--- config.mk ---
export PLATFORM = sky130hd
export DESIGN_NAME = packet_byte_unstuffer_flat
export DESIGN_NICKNAME = d
export VERILOG_FILES = /design/src/hdl/pbu_pkg.sv /design/src/hdl/pbu_ifs.sv /design/src/hdl/packet_byte_unstuffer.sv /design/src/flat_wrapper.sv
export SDC_FILE = /design/constraint.sdc
export NUM_CORES = 1
export LEC_CHECK = 0
export ABC_AREA = 1
export BUFFER_PORTS_ARGS = -buffer_cell sky130_fd_sc_hd__buf_2
export CORE_MARGIN = 2
export CORE_UTILIZATION = 53
export DETAILED_ROUTE_END_ITERATION = 10
export HOLD_SLACK_MARGIN = 0.08
export PLACE_DENSITY = 0.77
export SYNTH_ARGS = -nofsm -noshare
export SYNTH_HDL_FRONTEND = slang
export SYNTH_SLANG_ARGS = --single-unit
--- constraint.sdc ---
create_clock -name clk -period 1.8 [get_ports clk]
set_clock_uncertainty 0.15 [all_clocks]
set_input_delay 0.18 -clock clk [delete_from_list [all_inputs] [get_ports clk]]
set_output_delay 0.18 -clock clk [all_outputs]
set_load 0.02 [all_outputs]
--- src/hdl/pbu_pkg.sv ---
// Shared types and constants for the packet byte unstuffer.
// No dependencies; compile first.
`timescale 1ns / 1ps

package pbu_pkg;

    // Framing symbols on the serial link
    localparam logic [7:0] SYM_START = 8'h7a;
    localparam logic [7:0] SYM_END   = 8'h7b;
    localparam logic [7:0] SYM_CHAN  = 8'h7c;
    localparam logic [7:0] SYM_PESC  = 8'h7d;
    localparam logic [7:0] SYM_IDLE  = 8'h4a;
    localparam logic [7:0] SYM_XESC  = 8'h4d;
    localparam logic [7:0] ESC_FLIP  = 8'h20;
    localparam logic [7:0] CHAN_ZERO = 8'h00;

    // Status reported with every result transaction
    typedef enum logic [2:0] {
        ST_NONE     = 3'd0,
        ST_START    = 3'd1,
        ST_BADCHAN  = 3'd2,
        ST_AFTEREND = 3'd3,
        ST_NOEND    = 3'd4,
        ST_NOSTART  = 3'd5
    } status_t;

endpackage

--- src/hdl/pbu_ifs.sv ---
// Valid/ready channel interfaces for the packet byte unstuffer.
// Depends on pbu_pkg.
`timescale 1ns / 1ps

// Raw link bytes into the unstuffer
interface pbu_in_if;
    logic       valid;
    logic       ready;
    logic [7:0] rx_byte;
    logic       end_of_buffer;

    modport source (output valid, output rx_byte, output end_of_buffer, input ready);
    modport sink   (input valid, input rx_byte, input end_of_buffer, output ready);
endinterface

// Decoded results out of the unstuffer
interface pbu_out_if import pbu_pkg::*;
();
    logic       valid;
    logic       ready;
    logic [7:0] data_byte;
    logic       data_valid;
    logic       last;
    status_t    status;

    modport source (output valid, output data_byte, output data_valid, output last,
                    output status, input ready);
    modport sink   (input valid, input data_byte, input data_valid, input last,
                    input status, output ready);
endinterface

--- src/hdl/packet_byte_unstuffer.sv ---
// Top level of the packet byte unstuffer: framing parser with stuffed-byte decode.
// Depends on pbu_pkg and the channel interfaces in pbu_ifs.sv.
`timescale 1ns / 1ps

//  channel     | dir | payload                                  | handshake
//  ------------+-----+------------------------------------------+-----------
//  in_stream   | in  | rx_byte[7:0], end_of_buffer              | valid/ready
//  out_stream  | out | data_byte[7:0], data_valid, last, status | valid/ready
//
// Every input transaction yields exactly one result transaction.
// Throughput is one byte per cycle when not stalled; a byte goes through the
// input register, then the decode logic into the result register. The parse
// mode register loops back through the decode logic, which sets this rate.
// A stalled output holds the result register; the input register still takes
// a byte while it is empty or moving on in the same cycle.
// rst_n clears the parse mode, the start flag and both valid flags.

module packet_byte_unstuffer import pbu_pkg::*;
(
    input  logic      clk,
    input  logic      rst_n,
    pbu_in_if.sink    in_stream,
    pbu_out_if.source out_stream
);

    typedef enum logic [2:0] {
        MODE_HUNT     = 3'd0,
        MODE_BODY     = 3'd1,
        MODE_CHAN     = 3'd2,
        MODE_ESC      = 3'd3,
        MODE_TAIL     = 3'd4,
        MODE_TAIL_ESC = 3'd5
    } mode_t;

    // Input register stage
    logic       s1_valid_reg;
    logic [7:0] s1_byte_reg;
    logic       s1_eob_reg;

    // Parser state
    mode_t      mode_reg, mode_next;
    logic       seen_reg, seen_next;

    // Result register stage
    logic       out_valid_reg;
    logic [7:0] data_byte_reg, data_byte_next;
    logic       data_valid_reg, data_valid_next;
    logic       last_reg, last_next;
    status_t    status_reg, status_next;

    logic       out_free;
    logic       s1_adv;
    logic       in_take;

    // Result register can load when empty or being drained this cycle
    assign out_free = !out_valid_reg || out_stream.ready;
    assign s1_adv   = s1_valid_reg && out_free;
    assign in_stream.ready = !s1_valid_reg || out_free;
    assign in_take  = in_stream.valid && in_stream.ready;

    // Decode one byte against the current parse mode
    always_comb
    begin
        data_byte_next  = 8'h00;
        data_valid_next = 1'b0;
        last_next       = 1'b0;
        status_next     = ST_NONE;
        mode_next       = mode_reg;
        seen_next       = seen_reg;

        unique case (mode_reg)
            MODE_HUNT:
            begin
                if (s1_byte_reg == SYM_START)
                begin
                    mode_next   = MODE_BODY;
                    seen_next   = 1'b1;
                    status_next = ST_START;
                end
            end
            MODE_BODY:
            begin
                case (s1_byte_reg) inside
                    SYM_START:
                    begin
                        // abandon the partial packet, open a new one
                        seen_next   = 1'b1;
                        status_next = ST_START;
                    end
                    SYM_CHAN:           mode_next = MODE_CHAN;
                    SYM_XESC, SYM_PESC: mode_next = MODE_ESC;
                    SYM_END:            mode_next = MODE_TAIL;
                    SYM_IDLE:           ;
                    default:
                    begin
                        data_byte_next  = s1_byte_reg;
                        data_valid_next = 1'b1;
                    end
                endcase
            end
            MODE_CHAN:
            begin
                if (s1_byte_reg == CHAN_ZERO)
                begin
                    mode_next = MODE_BODY;
                end
                else
                begin
                    mode_next   = MODE_HUNT;
                    status_next = ST_BADCHAN;
                end
            end
            MODE_ESC:
            begin
                data_byte_next  = s1_byte_reg ^ ESC_FLIP;
                data_valid_next = 1'b1;
                mode_next       = MODE_BODY;
            end
            MODE_TAIL:
            begin
                case (s1_byte_reg) inside
                    SYM_XESC, SYM_PESC: mode_next = MODE_TAIL_ESC;
                    SYM_IDLE, SYM_START, SYM_CHAN, SYM_END:
                    begin
                        mode_next   = MODE_HUNT;
                        status_next = ST_AFTEREND;
                    end
                    default:
                    begin
                        data_byte_next  = s1_byte_reg;
                        data_valid_next = 1'b1;
                        last_next       = 1'b1;
                        mode_next       = MODE_HUNT;
                    end
                endcase
            end
            MODE_TAIL_ESC:
            begin
                data_byte_next  = s1_byte_reg ^ ESC_FLIP;
                data_valid_next = 1'b1;
                last_next       = 1'b1;
                mode_next       = MODE_HUNT;
            end
            default:
            begin
                mode_next = MODE_HUNT;
            end
        endcase

        // End of buffer: flag missing start or unfinished packet, then rearm
        if (s1_eob_reg)
        begin
            if (!seen_next)
            begin
                status_next = ST_NOSTART;
            end
            else if (mode_next != MODE_HUNT && status_next != ST_BADCHAN &&
                     status_next != ST_AFTEREND)
            begin
                status_next = ST_NOEND;
            end
            mode_next = MODE_HUNT;
            seen_next = 1'b0;
        end
    end

    // Control: valid flags and parser state
    always_ff @(posedge clk or negedge rst_n)
    begin
        if (!rst_n)
        begin
            s1_valid_reg  <= 1'b0;
            out_valid_reg <= 1'b0;
            mode_reg      <= MODE_HUNT;
            seen_reg      <= 1'b0;
        end
        else
        begin
            if (in_take)
            begin
                s1_valid_reg <= 1'b1;
            end
            else if (s1_adv)
            begin
                s1_valid_reg <= 1'b0;
            end

            if (s1_adv)
            begin
                out_valid_reg <= 1'b1;
                mode_reg      <= mode_next;
                seen_reg      <= seen_next;
            end
            else if (out_stream.ready)
            begin
                out_valid_reg <= 1'b0;
            end
        end
    end

    // Payload: capture input bytes, load decoded results
    always_ff @(posedge clk)
    begin
        if (in_take)
        begin
            s1_byte_reg <= in_stream.rx_byte;
            s1_eob_reg  <= in_stream.end_of_buffer;
        end
        if (s1_adv)
        begin
            data_byte_reg  <= data_byte_next;
            data_valid_reg <= data_valid_next;
            last_reg       <= last_next;
            status_reg     <= status_next;
        end
    end

    assign out_stream.valid      = out_valid_reg;
    assign out_stream.data_byte  = data_byte_reg;
    assign out_stream.data_valid = data_valid_reg;
    assign out_stream.last       = last_reg;
    assign out_stream.status     = status_reg;

`ifndef SYNTHESIS
    // A byte closing a packet always carries decoded data
    a_last_has_data: assert property (@(posedge clk) disable iff (!rst_n)
        out_valid_reg |-> (!last_reg || data_valid_reg))
        else $error("last set without a decoded data byte");

    // Dropped positions report a zero data byte
    a_zero_when_empty: assert property (@(posedge clk) disable iff (!rst_n)
        (out_valid_reg && !data_valid_reg) |-> (data_byte_reg == 8'h00))
        else $error("nonzero data byte without data_valid");

    // End of buffer rearms the parser
    a_eob_rearms: assert property (@(posedge clk) disable iff (!rst_n)
        (s1_adv && s1_eob_reg) |=> (mode_reg == MODE_HUNT && !seen_reg))
        else $error("parser not rearmed after end of buffer");

    // Input backpressure only comes from a held input register
    a_ready_cause: assert property (@(posedge clk) disable iff (!rst_n)
        !in_stream.ready |-> (s1_valid_reg && out_valid_reg))
        else $error("input stalled with room available");
`endif

endmodule
--- src/flat_wrapper.sv ---
// flat-port wrapper written by rule: the top's interface ports become plain ports
module packet_byte_unstuffer_flat import pbu_pkg::*;
  (clk, rst_n, in_stream_valid, in_stream_rx_byte, in_stream_end_of_buffer, in_stream_ready, out_stream_valid, out_stream_data_byte, out_stream_data_valid, out_stream_last, out_stream_status, out_stream_ready);
  pbu_in_if in_stream_i ();
  pbu_out_if out_stream_i ();
  input  logic clk;
  input  logic rst_n;
  input wire logic [$bits(in_stream_i.valid)-1:0] in_stream_valid;
  input wire logic [$bits(in_stream_i.rx_byte)-1:0] in_stream_rx_byte;
  input wire logic [$bits(in_stream_i.end_of_buffer)-1:0] in_stream_end_of_buffer;
  output wire logic [$bits(in_stream_i.ready)-1:0] in_stream_ready;
  output wire logic [$bits(out_stream_i.valid)-1:0] out_stream_valid;
  output wire logic [$bits(out_stream_i.data_byte)-1:0] out_stream_data_byte;
  output wire logic [$bits(out_stream_i.data_valid)-1:0] out_stream_data_valid;
  output wire logic [$bits(out_stream_i.last)-1:0] out_stream_last;
  output wire logic [$bits(out_stream_i.status)-1:0] out_stream_status;
  input wire logic [$bits(out_stream_i.ready)-1:0] out_stream_ready;
  assign in_stream_i.valid = in_stream_valid;
  assign in_stream_i.rx_byte = in_stream_rx_byte;
  assign in_stream_i.end_of_buffer = in_stream_end_of_buffer;
  assign in_stream_ready = in_stream_i.ready;
  assign out_stream_valid = out_stream_i.valid;
  assign out_stream_data_byte = out_stream_i.data_byte;
  assign out_stream_data_valid = out_stream_i.data_valid;
  assign out_stream_last = out_stream_i.last;
  assign out_stream_status = out_stream_i.status;
  assign out_stream_i.ready = out_stream_ready;
  packet_byte_unstuffer u_core (.clk(clk), .rst_n(rst_n), .in_stream(in_stream_i), .out_stream(out_stream_i));
endmodule
==> results.yml <==
status:
  outcome: "finished with violations"
  failed_checks: "negative setup slack"
global_routing:
  overflow: 0
  grt_max_degree: 16
  grt_pass1_wl_mm: 4.974
  grt_pass1_vias: 1166
  grt_use_total_pct: 20.19
  antenna_found_initial: 0
critical_path:
  path_cells: "nor2_2 > nand3_1 > o21ai_1 > nand2_1 > nand3_1 > nand2_1 > nand2_1 > nor2_1 > nand2_1 > nand2_1"
  worst_path_max_delay_cell: "edfxtp_1"
  path_class: "flop to flop"
  path_common_cell: "nand2_1"
  reg2reg_from: "u_core.s1_byte_reg[1]$_DFFE_PP_"
  r2r_slack_ps: -60
  arrival_ps: 1830
  cp_top_family: "simple AND/OR/NAND/NOR gates"
  critical_path.endpoint: "u_core.out_stream.status[2]$_SDFFCE_PN0P_"
  crit_buf_inv: 0
  required_ps: 1760
  cp.depth: 10
  end_kind: "flop"
  max_stage_delay_ps: 520
  startpoint_type: "flop"
  rr_endpoint: "u_core.out_stream.status[2]$_SDFFCE_PN0P_"
  rr_worst_depth: 10
  worstPathMaxFanout: 5
  crit_start: "u_core.s1_byte_reg[1]$_DFFE_PP_"
sta:
  fmax_mhz: 536.6
  holdWs_ps: 399.7
  slew_headroom_pct: 76.45
  setup_viol: 4
  finalHoldViolCount: 0
  slew_viol_final: 0
  grt_setup_unrepaired: "true"
  worstMarginPinSlew_ps: 349.6
  fin_ws_ps: -63.53
  min_period_ps: 1864
  fin_crit_sh_pct: 103.5
logic_synthesis:
  ys_ff_latch: 28
  synth_edf_count: 22
  yosysSeqAreaShare_pct: 58.12
  synth_common_cells: "44 x nand2_1, 22 x edfxtp_1, 14 x inv_1"
  yosys_warnings: 0
  synth_area_leaders: "edfxtp_1 47%, nand2_1 12%, dfrtp_1 11%"
  yosysUniqueCellTypes: 21
  syn_nets: 163
  synth.most_common_cell: "nand2_1"
  syn_area_sq_um: 1395
  synth.avg_cell_area_sq_um: 9.301
  synth.top_cell.area_share_pct: 47.35
  synth_area_leader_cell: "edfxtp_1"
  async_reset_ff_share_pct: 21.43
  synthFlopType: "edfxtp_1"
  netlist_instances: 150
layout:
  antennaDiodeCount: 0
  postLayoutCoreUtil_pct: 75.56
  nNetsFinal: 220
  drive_above_1_share_pct: 33.01
  area_growth_pct: 34.17
power_and_ir_drop:
  combPwrFrac_pct: 18.6
  p_sw_share_pct: 27.67
  pwr-share-clk_pct: 20.4
  p_int_mw: 0.9446
  p_sw_mw: 0.3613
  seqPwrFrac_pct: 61.0
  power_density_nw_per_um2: 697.6
  leakage_nw: 0.8877
  vdd_ir_drop_max_mv: 0.6506
floorplan:
  die_y_um: 55.31
  core_sq_um: 2477
  dieArea_sq_um: 3059
  chipWidth_um: 55.31
  row_count: 18
  start_util_pct: 56.31
  ios: 28
place:
  numPortBuffers: 27
  gp_congestion: 1.025
  dp_hpwl_mm: 2.006
clock_network:
  clk_latency_ps: 330
  cts-root-buf: "clkbuf_4"
  cts_made_buffers: 3
  cts_max_level: 1
  cts.sinks: 28
  clk_pin_slew_ps: 140
  cts_tree: "done"
  clock_path_buffers: 2
drt:
  vias_per_cell: 5.551
  drt_iter0_markers: 89
  totalWireLength_mm: 3.316
  antenna_left: 0
  drc: 0
  wire_per_inst_um: 14.05
  vias: 1310
  first_pass_iters: 7
hold_path:
  worst_hold_path_type: "primary input to flop"
  hold_start: "in_stream_rx_byte[0]"
job:
  drv_cap: 0
kinds of logic (layout without fill, tap and decap cells):
kind of cell           after synthesis  after routing  synth area share (%)
and+or+nand+nor                     91             91                 31.84
buffers and inverters               17             73                 4.574
AOI/OAI and AO/OA                   14             14                 5.471
DFF                                 28             28                 58.12
power groups by stage:
stage               sequential (mW)  clock (mW)  combinational, mW
floorplan                     0.852           0             0.0718
global placement              0.804           0              0.189
detailed placement            0.808           0              0.192
CTS                           0.793       0.272              0.217
global route                  0.803       0.304              0.263
finish                        0.796       0.266              0.243
layer usage:
metal | vias to the layer above | GRT usage (%) | wire length, um
met2 | 82 | 33.50 | 1687
met5 | - | 0 | 0
met4 | 0 | 10.10 | 136
met1 | 594 | 25.19 | 1260
li1 | 613 | - | -
met3 | 21 | 3.747 | 232
what timing repair did:
action,CTS,global route
setup buffers,0,10
setup endpoints to repair,0,8
endpoints found under the hold margin,17,0
resized for setup,0,16
hold buffers,14,0
layout by cell type (no fill, tap or decap), types with 5 or more instances in the layout:
cell type and n:
dlygate4sd3_1 14, buf_2 27, o21ai_0 5, nor2_2 6, dfrtp_1 6, nand2_2 6, nand2_1 40, buf_4 11
inv_1 13, edfxtp_1 22, nor2_1 9, nand3_1 10
how the worst min path moves through the flow:
stage                                      endpoint  slack [ps]  cells after the start
finish              u_core.s1_byte_reg[0]$_DFFE_PP_         400                      2
detailed placement   u_core.mode_reg[0]$_DFFE_PN0P_        -140                      1
floorplan            u_core.mode_reg[0]$_DFFE_PN0P_        -270                      0
CTS                 u_core.s1_byte_reg[4]$_DFFE_PP_         390                      2
global placement        u_core.seen_reg$_DFFE_PN0P_        -150                      1
global route        u_core.s1_byte_reg[0]$_DFFE_PP_         380                      2
metrics by stage:
stage	TNS, ps	std cells	power, mW	instance area (sq um)	worst slack (ps)
4_1_cts	0	226	1.283	1742	22.20
3_3_place_gp	0	208	0.9930	1575	64.29
3_5_place_dp	0	208	0.9993	1575	37.13
5_1_grt	-643.6	236	1.370	1872	-134.2
2_1_floorplan	0	150	0.9235	1395	213.4
6_report	-89.56	236	1.306	1872	-63.53
area by class of cell:
class | instances | area, sq um
Sequential cell | 28 | 810.8
Fill cell | 173 | 605.6
Multi-Input combinational cell | 105 | 575.6
Timing Repair Buffer | 52 | 357.8
Inverter | 17 | 63.81
Tap cell | 30 | 37.54
Clock buffer | 4 | 26.28
worst register-to-register path: stages, from the launching register on:
cell	delay (ps)
edfxtp_1	520
nor2_2	200
nand3_1	150
o21ai_1	110
nand2_1	110
nand3_1	100
nand2_1	90
nand2_1	70
nor2_1	40
nand2_1	60
nand2_1	40
(Power assumes the default switching activity.)
